**config.mk**
```make
export PLATFORM = sky130hd
export DESIGN_NAME = rate_monotonic_tick_scheduler_top_flat
export DESIGN_NICKNAME = d
export VERILOG_FILES = /design/src/hdl/rmts_pkg.sv /design/src/hdl/rmts_if.sv /design/src/hdl/rmts_ctrl.sv /design/src/hdl/rmts_dp.sv /design/src/hdl/rate_monotonic_tick_scheduler_top.sv /design/src/flat_wrapper.sv
export VERILOG_INCLUDE_DIRS = /design/src /design/src/hdl
export SDC_FILE = /design/constraint.sdc
export NUM_CORES = 2
export LEC_CHECK = 0
export BUFFER_PORTS_ARGS = -buffer_cell sky130_fd_sc_hd__buf_2
export CORE_UTILIZATION = 60
export DETAILED_ROUTE_END_ITERATION = 16
export GPL_TIMING_DRIVEN = 1
export PLACE_DENSITY = 0.73
export SLEW_MARGIN = 20
export SYNTH_ARGS = -nofsm -noshare
export SYNTH_HDL_FRONTEND = slang
export SYNTH_SLANG_ARGS = --single-unit
```
**constraint.sdc**
```tcl
create_clock -name clk -period 9.65 [get_ports clk]
set_input_delay 1.4475 -clock clk [delete_from_list [all_inputs] [get_ports clk]]
set_output_delay 1.4475 -clock clk [all_outputs]
set_load 0.01 [all_outputs]
```
**src/hdl/assert_macros.svh**
```systemverilog
// assertion helpers used by rmts_ctrl
`ifndef ASSERT_MACROS_SVH
`define ASSERT_MACROS_SVH

`ifndef NO_ASSERTIONS
// implication checked at every rising clock edge out of reset
`define RMTS_ASSERT_IMP(lbl, clk, rstn, ante, cons) \
  lbl: assert property (@(posedge clk) disable iff (!rstn) (ante) |-> (cons)) \
    else $error("rmts assertion failed");
// next-cycle implication checked out of reset
`define RMTS_ASSERT_NXT(lbl, clk, rstn, ante, cons) \
  lbl: assert property (@(posedge clk) disable iff (!rstn) (ante) |=> (cons)) \
    else $error("rmts assertion failed");
`else
`define RMTS_ASSERT_IMP(lbl, clk, rstn, ante, cons)
`define RMTS_ASSERT_NXT(lbl, clk, rstn, ante, cons)
`endif

`endif

```
**src/hdl/rmts_pkg.sv**
```systemverilog
package rmts_pkg;

  localparam int MAX_TASKS_DEF = 8;

  // input commands
  localparam logic [1:0] CMD_LOAD   = 2'd0;
  localparam logic [1:0] CMD_TICK   = 2'd1;
  localparam logic [1:0] CMD_FINISH = 2'd2;

  // result kinds
  localparam logic KIND_SEGMENT = 1'b0;
  localparam logic KIND_STATS   = 1'b1;

  // segment outcomes
  localparam logic [1:0] OUT_NONE      = 2'd0;
  localparam logic [1:0] OUT_FINISHED  = 2'd1;
  localparam logic [1:0] OUT_LOST      = 2'd2;
  localparam logic [1:0] OUT_PREEMPTED = 2'd3;

  // configuration register indexes
  localparam logic CFG_MODE  = 1'b0;
  localparam logic CFG_COUNT = 1'b1;

  // controller to datapath commands
  typedef struct packed {
    logic load;       // write table entry from input
    logic tick_start; // clear chosen candidate
    logic sweep;      // deadline, release, candidate at entry
    logic sel_run;    // index running task
    logic sel_chosen; // index chosen task
    logic emit_seg;   // emit tick segment
    logic run;        // commit choice, run one tick, advance time
    logic emit_fseg;  // emit final segment
    logic emit_rec;   // emit statistics record
    logic rec_last;   // mark result as last
    logic clear;      // clear entry
    logic clear_run;  // clear time and running task
  } dp_cmd_t;

  // datapath to controller status
  typedef struct packed {
    logic out_free;
    logic seg_need;
  } dp_stat_t;

endpackage

```
**src/hdl/rmts_if.sv**
```systemverilog
// input item channel
interface rmts_in_if;
  logic        valid;
  logic        ready;
  logic [1:0]  command;
  logic [2:0]  task_slot;
  logic [15:0] task_period;
  logic [15:0] task_burst;
  logic [15:0] task_deadline;
  logic [7:0]  task_order;
  modport source (output valid, command, task_slot, task_period, task_burst,
                  task_deadline, task_order, input ready);
  modport sink (input valid, command, task_slot, task_period, task_burst,
                task_deadline, task_order, output ready);
endinterface

// result item channel
interface rmts_out_if;
  logic        valid;
  logic        ready;
  logic        result_kind;
  logic [2:0]  task_id;
  logic        idle;
  logic [31:0] duration;
  logic [1:0]  outcome;
  logic [31:0] completed_count;
  logic [31:0] lost_count;
  logic        killed_count;
  logic        last;
  modport source (output valid, result_kind, task_id, idle, duration, outcome,
                  completed_count, lost_count, killed_count, last, input ready);
  modport sink (input valid, result_kind, task_id, idle, duration, outcome,
                completed_count, lost_count, killed_count, last, output ready);
endinterface

```
**src/hdl/rmts_ctrl.sv**
```systemverilog
`include "assert_macros.svh"

module rmts_ctrl #(
  parameter int MAX_TASKS = rmts_pkg::MAX_TASKS_DEF,
  localparam int CNT_W = $clog2(MAX_TASKS + 1)
) (
  input  logic               clk,
  input  logic               rst_n,
  input  logic               in_valid,
  output logic               in_ready,
  input  logic [1:0]         in_command,
  input  logic [3:0]         task_count,
  input  rmts_pkg::dp_stat_t stat,
  output rmts_pkg::dp_cmd_t  cmd,
  output logic [CNT_W-1:0]   cnt
);

  localparam logic [2:0] S_IDLE  = 3'd0;
  localparam logic [2:0] S_SWEEP = 3'd1;
  localparam logic [2:0] S_TDEC  = 3'd2;
  localparam logic [2:0] S_TRUN  = 3'd3;
  localparam logic [2:0] S_FSEG  = 3'd4;
  localparam logic [2:0] S_FREC  = 3'd5;
  localparam logic [2:0] S_CLR   = 3'd6;

  logic [2:0]       state_r, state_nxt;
  logic [CNT_W-1:0] cnt_r, cnt_nxt;
  logic [CNT_W-1:0] n_use;
  logic             in_xfer;

  // entries in use
  assign n_use = (32'(task_count) > MAX_TASKS) ? CNT_W'(MAX_TASKS) : CNT_W'(task_count);
  assign in_ready = (state_r == S_IDLE);
  assign in_xfer = in_valid && in_ready;
  assign cnt = cnt_r;

  // sequencer
  always_comb begin
    state_nxt = state_r;
    cnt_nxt = cnt_r;
    cmd = '0;
    case (state_r)
      S_IDLE: begin
        if (in_xfer) begin
          cnt_nxt = '0;
          case (in_command)
            rmts_pkg::CMD_LOAD: cmd.load = 1'b1;
            rmts_pkg::CMD_TICK: begin
              cmd.tick_start = 1'b1;
              state_nxt = (n_use == '0) ? S_TDEC : S_SWEEP;
            end
            rmts_pkg::CMD_FINISH: state_nxt = S_FSEG;
            default: ;
          endcase
        end
      end
      S_SWEEP: begin
        cmd.sweep = 1'b1;
        cnt_nxt = cnt_r + 1'b1;
        if (cnt_r + 1'b1 == n_use) state_nxt = S_TDEC;
      end
      S_TDEC: begin
        cmd.sel_run = 1'b1;
        if (!stat.seg_need) begin
          state_nxt = S_TRUN;
        end else if (stat.out_free) begin
          cmd.emit_seg = 1'b1;
          state_nxt = S_TRUN;
        end
      end
      S_TRUN: begin
        cmd.sel_chosen = 1'b1;
        cmd.run = 1'b1;
        state_nxt = S_IDLE;
      end
      S_FSEG: begin
        cmd.sel_run = 1'b1;
        if (stat.out_free) begin
          cmd.emit_fseg = 1'b1;
          cmd.rec_last = (n_use == '0);
          cnt_nxt = '0;
          state_nxt = (n_use == '0) ? S_CLR : S_FREC;
        end
      end
      S_FREC: begin
        if (stat.out_free) begin
          cmd.emit_rec = 1'b1;
          cmd.rec_last = (cnt_r + 1'b1 == n_use);
          cnt_nxt = cnt_r + 1'b1;
          if (cnt_r + 1'b1 == n_use) begin
            cnt_nxt = '0;
            state_nxt = S_CLR;
          end
        end
      end
      S_CLR: begin
        cmd.clear = 1'b1;
        cnt_nxt = cnt_r + 1'b1;
        if (cnt_r == CNT_W'(MAX_TASKS - 1)) begin
          cmd.clear_run = 1'b1;
          state_nxt = S_IDLE;
        end
      end
      default: state_nxt = S_IDLE;
    endcase
  end

  // state registers
  always_ff @(posedge clk) begin
    if (!rst_n) begin
      state_r <= S_IDLE;
      cnt_r <= '0;
    end else begin
      state_r <= state_nxt;
      cnt_r <= cnt_nxt;
    end
  end

  `RMTS_ASSERT_IMP(a_emit_free, clk, rst_n, cmd.emit_seg || cmd.emit_fseg || cmd.emit_rec, stat.out_free)
  `RMTS_ASSERT_IMP(a_sweep_range, clk, rst_n, state_r == S_SWEEP, cnt_r < n_use)
  `RMTS_ASSERT_NXT(a_tick_start, clk, rst_n, in_xfer && in_command == rmts_pkg::CMD_TICK, state_r == S_SWEEP || state_r == S_TDEC)

endmodule

```
**src/hdl/rmts_dp.sv**
```systemverilog
module rmts_dp #(
  parameter int MAX_TASKS = rmts_pkg::MAX_TASKS_DEF,
  localparam int CNT_W = $clog2(MAX_TASKS + 1),
  localparam int IDX_W = (MAX_TASKS > 1) ? $clog2(MAX_TASKS) : 1
) (
  input  logic               clk,
  input  logic               rst_n,
  input  rmts_pkg::dp_cmd_t  cmd,
  output rmts_pkg::dp_stat_t stat,
  input  logic [CNT_W-1:0]   cnt,
  input  logic               algorithm_mode,
  input  logic [2:0]         ld_slot,
  input  logic [15:0]        ld_period,
  input  logic [15:0]        ld_burst,
  input  logic [15:0]        ld_deadline,
  input  logic [7:0]         ld_order,
  input  logic               out_ready,
  output logic               out_valid,
  output logic               out_result_kind,
  output logic [2:0]         out_task_id,
  output logic               out_idle,
  output logic [31:0]        out_duration,
  output logic [1:0]         out_outcome,
  output logic [31:0]        out_completed_count,
  output logic [31:0]        out_lost_count,
  output logic               out_killed_count,
  output logic               out_last
);

  localparam logic [31:0] SAT = '1;

  // task table, undefined until loaded
  logic [15:0] tp_r [MAX_TASKS];
  logic [15:0] tb_r [MAX_TASKS];
  logic [15:0] td_r [MAX_TASKS];
  logic [7:0]  to_r [MAX_TASKS];
  // job state
  logic        act_r  [MAX_TASKS];
  logic [15:0] rem_r  [MAX_TASKS];
  logic [31:0] due_r  [MAX_TASKS];
  logic [15:0] ttr_r  [MAX_TASKS];
  logic [31:0] done_r [MAX_TASKS];
  logic [31:0] miss_r [MAX_TASKS];

  logic [31:0]      time_r, segb_r;
  logic             run_v_r;
  logic [IDX_W-1:0] run_idx_r;
  logic             ch_v_r;
  logic [IDX_W-1:0] ch_idx_r;
  logic [15:0]      best_p_r;
  logic [7:0]       best_o_r;

  logic             out_valid_r;
  logic             kind_r, idle_r, killed_r, last_r;
  logic [2:0]       id_r;
  logic [31:0]      dur_r, comp_r, lost_r;
  logic [1:0]       outc_r;

  logic [IDX_W-1:0] idx;
  logic             drop, rel, act1, act2, cand, better, differ;
  logic [15:0]      rem2, ttr2;
  logic [31:0]      due2, miss1;
  logic [1:0]       tick_outc, fin_outc;
  logic             emit;

  // entry select
  always_comb begin
    if (cmd.sel_run) idx = run_idx_r;
    else if (cmd.sel_chosen) idx = ch_idx_r;
    else idx = cnt[IDX_W-1:0];
  end

  // deadline drop and release at the selected entry
  assign drop = act_r[idx] && (rem_r[idx] != '0) && (due_r[idx] == time_r);
  assign act1 = drop ? 1'b0 : act_r[idx];
  assign miss1 = (drop && miss_r[idx] != SAT) ? miss_r[idx] + 1'b1 : miss_r[idx];
  assign rel = (ttr_r[idx] == '0);
  assign act2 = rel ? 1'b1 : act1;
  assign rem2 = rel ? tb_r[idx] : rem_r[idx];
  assign due2 = rel ? time_r + {16'd0, td_r[idx]} : due_r[idx];
  assign ttr2 = rel ? ((tp_r[idx] == '0) ? 16'd0 : tp_r[idx] - 1'b1) : ttr_r[idx] - 1'b1;

  // rate monotonic candidate compare
  assign cand = !algorithm_mode && act2 && (rem2 != '0);
  assign better = !ch_v_r || (tp_r[idx] < best_p_r) ||
                  ((tp_r[idx] == best_p_r) && (to_r[idx] < best_o_r));

  assign differ = (ch_v_r != run_v_r) || (ch_v_r && (ch_idx_r != run_idx_r));
  assign stat.seg_need = differ && (time_r != segb_r);
  assign stat.out_free = !out_valid_r || out_ready;

  // segment outcomes from running task entry
  always_comb begin
    if (!run_v_r) tick_outc = rmts_pkg::OUT_NONE;
    else if (!act_r[idx]) tick_outc = (rem_r[idx] == '0) ? rmts_pkg::OUT_FINISHED
                                                        : rmts_pkg::OUT_LOST;
    else tick_outc = rmts_pkg::OUT_PREEMPTED;
  end
  assign fin_outc = (run_v_r && !act_r[idx] && rem_r[idx] == '0) ? rmts_pkg::OUT_FINISHED
                                                                : rmts_pkg::OUT_NONE;

  // task table load
  always_ff @(posedge clk) begin
    if (cmd.load && 32'(ld_slot) < MAX_TASKS) begin
      tp_r[IDX_W'(ld_slot)] <= ld_period;
      tb_r[IDX_W'(ld_slot)] <= ld_burst;
      td_r[IDX_W'(ld_slot)] <= ld_deadline;
      to_r[IDX_W'(ld_slot)] <= ld_order;
    end
  end

  // job state per entry
  always_ff @(posedge clk) begin
    if (!rst_n) begin
      for (int i = 0; i < MAX_TASKS; i++) begin
        act_r[i] <= 1'b0;
        rem_r[i] <= '0;
        due_r[i] <= '0;
        ttr_r[i] <= '0;
        done_r[i] <= '0;
        miss_r[i] <= '0;
      end
    end else if (cmd.sweep) begin
      act_r[idx] <= act2;
      rem_r[idx] <= rem2;
      due_r[idx] <= due2;
      ttr_r[idx] <= ttr2;
      miss_r[idx] <= miss1;
    end else if (cmd.run && ch_v_r) begin
      rem_r[idx] <= rem_r[idx] - 1'b1;
      if (rem_r[idx] == 16'd1) begin
        act_r[idx] <= 1'b0;
        if (done_r[idx] != SAT) done_r[idx] <= done_r[idx] + 1'b1;
      end
    end else if (cmd.clear) begin
      act_r[idx] <= 1'b0;
      rem_r[idx] <= '0;
      due_r[idx] <= '0;
      ttr_r[idx] <= '0;
      done_r[idx] <= '0;
      miss_r[idx] <= '0;
    end
  end

  // time, running task and chosen candidate
  always_ff @(posedge clk) begin
    if (!rst_n) begin
      time_r <= '0;
      segb_r <= '0;
      run_v_r <= 1'b0;
      run_idx_r <= '0;
      ch_v_r <= 1'b0;
      ch_idx_r <= '0;
      best_p_r <= '0;
      best_o_r <= '0;
    end else begin
      if (cmd.tick_start) ch_v_r <= 1'b0;
      if (cmd.sweep && cand && better) begin
        ch_v_r <= 1'b1;
        ch_idx_r <= idx;
        best_p_r <= tp_r[idx];
        best_o_r <= to_r[idx];
      end
      if (cmd.run) begin
        if (differ) begin
          run_v_r <= ch_v_r;
          run_idx_r <= ch_idx_r;
          segb_r <= time_r;
        end
        time_r <= time_r + 1'b1;
      end
      if (cmd.clear_run) begin
        time_r <= '0;
        segb_r <= '0;
        run_v_r <= 1'b0;
      end
    end
  end

  // output register
  assign emit = cmd.emit_seg || cmd.emit_fseg || cmd.emit_rec;

  always_ff @(posedge clk) begin
    if (!rst_n) out_valid_r <= 1'b0;
    else if (emit) out_valid_r <= 1'b1;
    else if (out_ready) out_valid_r <= 1'b0;
  end

  always_ff @(posedge clk) begin
    if (emit) begin
      last_r <= cmd.rec_last;
      if (cmd.emit_rec) begin
        kind_r <= rmts_pkg::KIND_STATS;
        id_r <= 3'(idx);
        idle_r <= 1'b0;
        dur_r <= '0;
        outc_r <= rmts_pkg::OUT_NONE;
        comp_r <= done_r[idx];
        lost_r <= miss_r[idx];
        killed_r <= act_r[idx] && (rem_r[idx] != '0);
      end else begin
        kind_r <= rmts_pkg::KIND_SEGMENT;
        id_r <= run_v_r ? 3'(run_idx_r) : 3'd0;
        idle_r <= !run_v_r;
        dur_r <= time_r - segb_r;
        outc_r <= cmd.emit_fseg ? fin_outc : tick_outc;
        comp_r <= '0;
        lost_r <= '0;
        killed_r <= 1'b0;
      end
    end
  end

  assign out_valid = out_valid_r;
  assign out_result_kind = kind_r;
  assign out_task_id = id_r;
  assign out_idle = idle_r;
  assign out_duration = dur_r;
  assign out_outcome = outc_r;
  assign out_completed_count = comp_r;
  assign out_lost_count = lost_r;
  assign out_killed_count = killed_r;
  assign out_last = last_r;

endmodule

```
**src/hdl/rate_monotonic_tick_scheduler_top.sv**
```systemverilog
// channel  dir  payload
// in_ch    in   command, task_slot, task_period, task_burst, task_deadline, task_order
// out_ch   out  result_kind, task_id, idle, duration, outcome, counts, killed, last
// cfg      in   cfg_we, cfg_addr (0 mode, 1 task count), cfg_wdata
//
// load: the table entry is written as the item is taken. tick (n = entries in use): a
// sweep at one entry per cycle, a segment step that waits on a full output, a run step.
// finish: n + 1 result transfers, then a clearing pass over all MAX_TASKS entries.
// input is taken only between items; results pass through one output register.
// rst_n is synchronous, active low.
module rate_monotonic_tick_scheduler_top #(
  parameter int MAX_TASKS = rmts_pkg::MAX_TASKS_DEF
) (
  input  logic       clk,
  input  logic       rst_n,
  rmts_in_if.sink    in_ch,
  rmts_out_if.source out_ch,
  input  logic       cfg_we,
  input  logic       cfg_addr,
  input  logic [3:0] cfg_wdata
);

  localparam int CNT_W = $clog2(MAX_TASKS + 1);

  logic               mode_r;
  logic [3:0]         tcount_r;
  rmts_pkg::dp_cmd_t  cmd;
  rmts_pkg::dp_stat_t stat;
  logic [CNT_W-1:0]   cnt;

  // configuration registers
  always_ff @(posedge clk) begin
    if (!rst_n) begin
      mode_r <= 1'b0;
      tcount_r <= 4'd1;
    end else if (cfg_we) begin
      case (cfg_addr)
        rmts_pkg::CFG_MODE:  mode_r <= cfg_wdata[0];
        rmts_pkg::CFG_COUNT: tcount_r <= cfg_wdata;
        default: ;
      endcase
    end
  end

  rmts_ctrl #(.MAX_TASKS(MAX_TASKS)) u_ctrl (
    .clk        (clk),
    .rst_n      (rst_n),
    .in_valid   (in_ch.valid),
    .in_ready   (in_ch.ready),
    .in_command (in_ch.command),
    .task_count (tcount_r),
    .stat       (stat),
    .cmd        (cmd),
    .cnt        (cnt)
  );

  rmts_dp #(.MAX_TASKS(MAX_TASKS)) u_dp (
    .clk                 (clk),
    .rst_n               (rst_n),
    .cmd                 (cmd),
    .stat                (stat),
    .cnt                 (cnt),
    .algorithm_mode      (mode_r),
    .ld_slot             (in_ch.task_slot),
    .ld_period           (in_ch.task_period),
    .ld_burst            (in_ch.task_burst),
    .ld_deadline         (in_ch.task_deadline),
    .ld_order            (in_ch.task_order),
    .out_ready           (out_ch.ready),
    .out_valid           (out_ch.valid),
    .out_result_kind     (out_ch.result_kind),
    .out_task_id         (out_ch.task_id),
    .out_idle            (out_ch.idle),
    .out_duration        (out_ch.duration),
    .out_outcome         (out_ch.outcome),
    .out_completed_count (out_ch.completed_count),
    .out_lost_count      (out_ch.lost_count),
    .out_killed_count    (out_ch.killed_count),
    .out_last            (out_ch.last)
  );

endmodule

```
**src/flat_wrapper.sv**
```systemverilog
// flat-port wrapper written by rule: the top's interface ports become plain ports
module rate_monotonic_tick_scheduler_top_flat 
#(
  parameter int MAX_TASKS = rmts_pkg::MAX_TASKS_DEF
)
  (clk, rst_n, cfg_we, cfg_addr, cfg_wdata, in_ch_valid, in_ch_command, in_ch_task_slot, in_ch_task_period, in_ch_task_burst, in_ch_task_deadline, in_ch_task_order, in_ch_ready, out_ch_valid, out_ch_result_kind, out_ch_task_id, out_ch_idle, out_ch_duration, out_ch_outcome, out_ch_completed_count, out_ch_lost_count, out_ch_killed_count, out_ch_last, out_ch_ready);
  rmts_in_if in_ch_i ();
  rmts_out_if out_ch_i ();
  input  logic clk;
  input  logic rst_n;
  input  logic cfg_we;
  input  logic cfg_addr;
  input  logic [3:0] cfg_wdata;
  input wire logic [$bits(in_ch_i.valid)-1:0] in_ch_valid;
  input wire logic [$bits(in_ch_i.command)-1:0] in_ch_command;
  input wire logic [$bits(in_ch_i.task_slot)-1:0] in_ch_task_slot;
  input wire logic [$bits(in_ch_i.task_period)-1:0] in_ch_task_period;
  input wire logic [$bits(in_ch_i.task_burst)-1:0] in_ch_task_burst;
  input wire logic [$bits(in_ch_i.task_deadline)-1:0] in_ch_task_deadline;
  input wire logic [$bits(in_ch_i.task_order)-1:0] in_ch_task_order;
  output wire logic [$bits(in_ch_i.ready)-1:0] in_ch_ready;
  output wire logic [$bits(out_ch_i.valid)-1:0] out_ch_valid;
  output wire logic [$bits(out_ch_i.result_kind)-1:0] out_ch_result_kind;
  output wire logic [$bits(out_ch_i.task_id)-1:0] out_ch_task_id;
  output wire logic [$bits(out_ch_i.idle)-1:0] out_ch_idle;
  output wire logic [$bits(out_ch_i.duration)-1:0] out_ch_duration;
  output wire logic [$bits(out_ch_i.outcome)-1:0] out_ch_outcome;
  output wire logic [$bits(out_ch_i.completed_count)-1:0] out_ch_completed_count;
  output wire logic [$bits(out_ch_i.lost_count)-1:0] out_ch_lost_count;
  output wire logic [$bits(out_ch_i.killed_count)-1:0] out_ch_killed_count;
  output wire logic [$bits(out_ch_i.last)-1:0] out_ch_last;
  input wire logic [$bits(out_ch_i.ready)-1:0] out_ch_ready;
  assign in_ch_i.valid = in_ch_valid;
  assign in_ch_i.command = in_ch_command;
  assign in_ch_i.task_slot = in_ch_task_slot;
  assign in_ch_i.task_period = in_ch_task_period;
  assign in_ch_i.task_burst = in_ch_task_burst;
  assign in_ch_i.task_deadline = in_ch_task_deadline;
  assign in_ch_i.task_order = in_ch_task_order;
  assign in_ch_ready = in_ch_i.ready;
  assign out_ch_valid = out_ch_i.valid;
  assign out_ch_result_kind = out_ch_i.result_kind;
  assign out_ch_task_id = out_ch_i.task_id;
  assign out_ch_idle = out_ch_i.idle;
  assign out_ch_duration = out_ch_i.duration;
  assign out_ch_outcome = out_ch_i.outcome;
  assign out_ch_completed_count = out_ch_i.completed_count;
  assign out_ch_lost_count = out_ch_i.lost_count;
  assign out_ch_killed_count = out_ch_i.killed_count;
  assign out_ch_last = out_ch_i.last;
  assign out_ch_i.ready = out_ch_ready;
  rate_monotonic_tick_scheduler_top #(.MAX_TASKS(MAX_TASKS)) u_core (.clk(clk), .rst_n(rst_n), .in_ch(in_ch_i), .out_ch(out_ch_i), .cfg_we(cfg_we), .cfg_addr(cfg_addr), .cfg_wdata(cfg_wdata));
endmodule
```
==> results.json <==
{
  "final_cells": 8496,
  "gp_congestion": 0.981,
  "placed_cell_area_sq_um": 80000,
  "cts_resized": 0,
  "regArea_sq_um": 49700,
  "synth_edf_count": 1577,
  "combPwrFrac": 0.248,
  "hold-path-endpoint": "u_core.u_dp.segb_r[7]",
  "hp-class": "register to register",
  "dr.pass1.iters": 8,
  "setup_viol_count_final": 0,
  "syn-num-nets": 6755,
  "synthSimpleGateAreaFrac": 0.159,
  "reg2reg_depth": 19,
  "ys_warn_count": 0,
  "synth_cells": 6602,
  "grt_pass1_vias": 55162,
  "finalMaxSlewViolations": 0,
  "ys_seq_elements": 1694,
  "synth_area_sq_um": 77200,
  "critical_path_class": "register to register",
  "rsz0062_at_grt": "no",
  "min_from": "u_core.u_dp.segb_r[7]",
  "synth_compound_area_frac": 0.101,
  "final_hold_viol_count": 0,
  "rows": 131,
  "hold-path-cell-count": 2,
  "synth_top_area_share": 0.613,
  "p_clk_frac": 0.329,
  "synth_top_family_by_area": "simple AND/OR/NAND/NOR gates",
  "num-nets-final": 6836,
  "cap_viol_max_count": 0,
  "placedCellCount": 8169,
  "design_area_sq_um": 85600,
  "die_y_um": 361,
  "grt_max_degree": 100,
  "finalWirelength_um": 253000,
  "clockBufferDepth": 3,
  "worstPathRequired_ns": 10.19,
  "relSlewSlack": 0.0919,
  "core_area_sq_um": 128000,
  "fill_cells": 9326,
  "async_reset_ff_frac": 0,
  "wl_met1_um": 88300,
  "wl_met3_um": 33400,
  "finalCriticalPeriod_ns": 7.90,
  "grt_antenna_before_repair": 16,
  "drive_gt1_frac": 0.121,
  "p_sw_frac": 0.331,
  "setup-tns-final_ns": 0,
  "synthMuxAreaShare": 0.0270,
  "avgSynthCellArea_sq_um": 11.7,
  "reg2reg_to": "u_core.u_dp.due_r[7][24]",
  "ant_nets": 0,
  "outcome": "finished clean",
  "top_layer": "met5",
  "r2r_start": "u_core.u_ctrl.state_r[0]",
  "die_w_um": 361,
  "insertion_delay_ns": 0.85,
  "startpoint": "u_core.u_ctrl.state_r[0]",
  "grt_pass1_wl_um": 366000,
  "htree_num_levels": 4,
  "vias": 57742,
  "peakVddDrop_mv": 0.210,
  "synth_cell_type_count": 114,
  "power.net_switching_uw": 6670,
  "clk_pin_slew_ns": 0.06,
  "synth_ff_type": "edfxtp_1",
  "cts_hold_buffers": 0,
  "worst_pin_slew_ns": 1.35,
  "yosysTopAreaCell": "edfxtp_1",
  "yosys-top-cells-area": "edfxtp_1 61%, nor2_1 6.1%, nand2_1 3.7%",
  "whs_ns": 0.454,
  "synthXorXnorAreaFrac": 0.0236,
  "start_util": 0.605,
  "critPathLaunchType": "register",
  "seq_power_share": 0.423,
  "multi_input_area_sq_um": 25600,
  "io_pins": 178,
  "synthAdderAreaFrac": 0.0135,
  "numPortBuffers": 177,
  "power_density_nw_per_um2": 235,
  "fin_skew_ns": 0.0414,
  "clock.fmax_mhz": 127,
  "first_iter_violations": 9140,
  "r2r_slack_ns": 1.75,
  "worst_setup_path_end_kind": "register",
  "crit_arrival_ns": 8.45,
  "drc": 0,
  "dieArea_sq_um": 130000,
  "worstPathMaxFanout": 28,
  "syn_to_final_growth_pct": 10.8,
  "cts_buffers": 172,
  "viasPerCell": 6.80,
  "dr_wl_met2_um": 116000,
  "p_leak_uw": 0.0298,
  "intPower_uw": 13400,
  "gr-total-overflow": 0,
  "cts_tree": "yes",
  "clock-sinks": 1694,
  "post-dp-hpwl_um": 151000,
  "min_period_over_period": 0.819,
  "postCtsSetupBuffers": 0,
  "root_buffer": "clkbuf_16",
  "yosysSeqAreaShare": 0.644,
  "track_usage": 0.384,
  "wire_per_inst_um": 29.8
}
## worst max path at each step
stage | end | cells after the start | slack [ns]
final | u_core.u_dp.due_r[7][24] | 19 | 1.75
after floorplan | u_core.u_dp.out_completed_count[0] | 3 | 2.32
after global routing | u_core.u_dp.due_r[7][30] | 20 | 1.49
after detailed placement | u_core.u_dp.due_r[1][24] | 23 | 2.13
after CTS | u_core.u_dp.due_r[7][30] | 20 | 2.01
after global placement | u_core.u_dp.miss_r[7][31] | 15 | 2.35
## critical path, stage by stage, from the launching register on
cell	delay, ns
dfxtp_1	0.90
and3b_1	0.69
a32o_2	0.87
nor4_4	0.13
buf_4	0.37
nand2_1	0.33
buf_4	0.42
o22ai_1	0.13
nor4_1	0.36
ha_1	0.36
a21o_1	0.20
a31o_2	0.23
a41oi_1	0.29
a211o_1	0.24
o221ai_1	0.15
a21oi_1	0.59
nor3_1	0.26
xor2_1	0.22
a21oi_1	0.64
nor2_1	0.15
## routing by layer
| metal | global-route usage | vias to the layer above |
|---|---|---|
| met3 | 0.0959 | 930 |
| met4 | 0.217 | 10 |
| met1 | 0.492 | 27998 |
| li1 | - | 24355 |
| met5 | 0 | - |
| met2 | 0.600 | 4449 |
## power by group through the flow
stage | clock network [uW] | logic [uW] | registers, uW
2_1_floorplan | 0 | 3010 | 8670
3_3_place_gp | 0 | 4710 | 8640
3_5_place_dp | 0 | 4760 | 8650
4_1_cts | 6620 | 4790 | 8500
5_1_grt | 6900 | 5180 | 8530
6_report | 6620 | 4980 | 8510
## Yosys cell counts (36+ instances only)
master,n
inv_1,91
ha_1,80
buf_4,49
clkbuf_1,234
a211oi_1,120
edfxtp_1,1577
o211ai_1,54
nor3_1,118
nand4_1,36
nand3_1,252
xor2_1,87
and3_1,99
mux2_2,44
mux2i_1,155
a221oi_1,50
nor2_1,1249
dfxtp_1,117
a21o_1,41
and2_1,44
a22oi_1,65
a21oi_1,210
o22ai_1,94
o21ai_0,160
buf_2,113
nand2_1,752
xnor2_1,91
## through the flow
step	total power [uW]	setup WS, ns	util
6_report	20100	1.75	0.671
3_5_place_dp	13400	2.13	0.627
2_1_floorplan	11700	2.32	-
3_3_place_gp	13400	2.35	0.627
5_1_grt	20600	1.49	0.671
4_1_cts	19900	2.01	0.671
## kinds of logic after synthesis
| group | Yosys count |
|---|---|
| AND/OR/NAND/NOR | 2775 |
| XOR/XNOR | 194 |
| AO/OA/AOI/OAI | 1118 |
| flip-flops | 1694 |
| adder cells (fa/ha/maj) | 82 |
| buffers and inverters | 537 |
| multiplexers | 202 |
## final cells by class
type                       count  share of cell area
multi-input combinational   4371               0.299
antenna                        8            0.000234
tap                         1662              0.0243
sequential                  1694               0.581
timing repair buffer         352              0.0270
clock buffer                 223              0.0540
inverter                      92             0.00404
clock inverter                94              0.0110
## state kept, by name, summed over array words and instances (netlist names), 32 cells and up
| signal | flops |
|---|---|
| u_core.u_dp.tp_r | 128 |
| u_core.u_dp.done_r | 256 |
| u_core.u_dp.tb_r | 128 |
| u_core.u_dp.td_r | 128 |
| u_core.u_dp.to_r | 64 |
| u_core.u_dp.out_lost_count | 32 |
| u_core.u_dp.out_duration | 32 |
| u_core.u_dp.rem_r | 128 |
| u_core.u_dp.miss_r | 256 |
| u_core.u_dp.due_r | 256 |
| u_core.u_dp.segb_r | 32 |
| u_core.u_dp.out_completed_count | 32 |
| u_core.u_dp.ttr_r | 128 |
| u_core.u_dp.time_r | 32 |
## cells in the final DEF (no fill, tap or decap), types with 155 or more instances in the layout
cell	instances
buf_4	166
a21oi_1	208
edfxtp_1	1577
mux2i_1	155
nor2_1	1236
nand2_1	739
clkbuf_16	173
nand3_1	244
o21ai_0	159
buf_2	177
(Power assumes the default switching activity.)
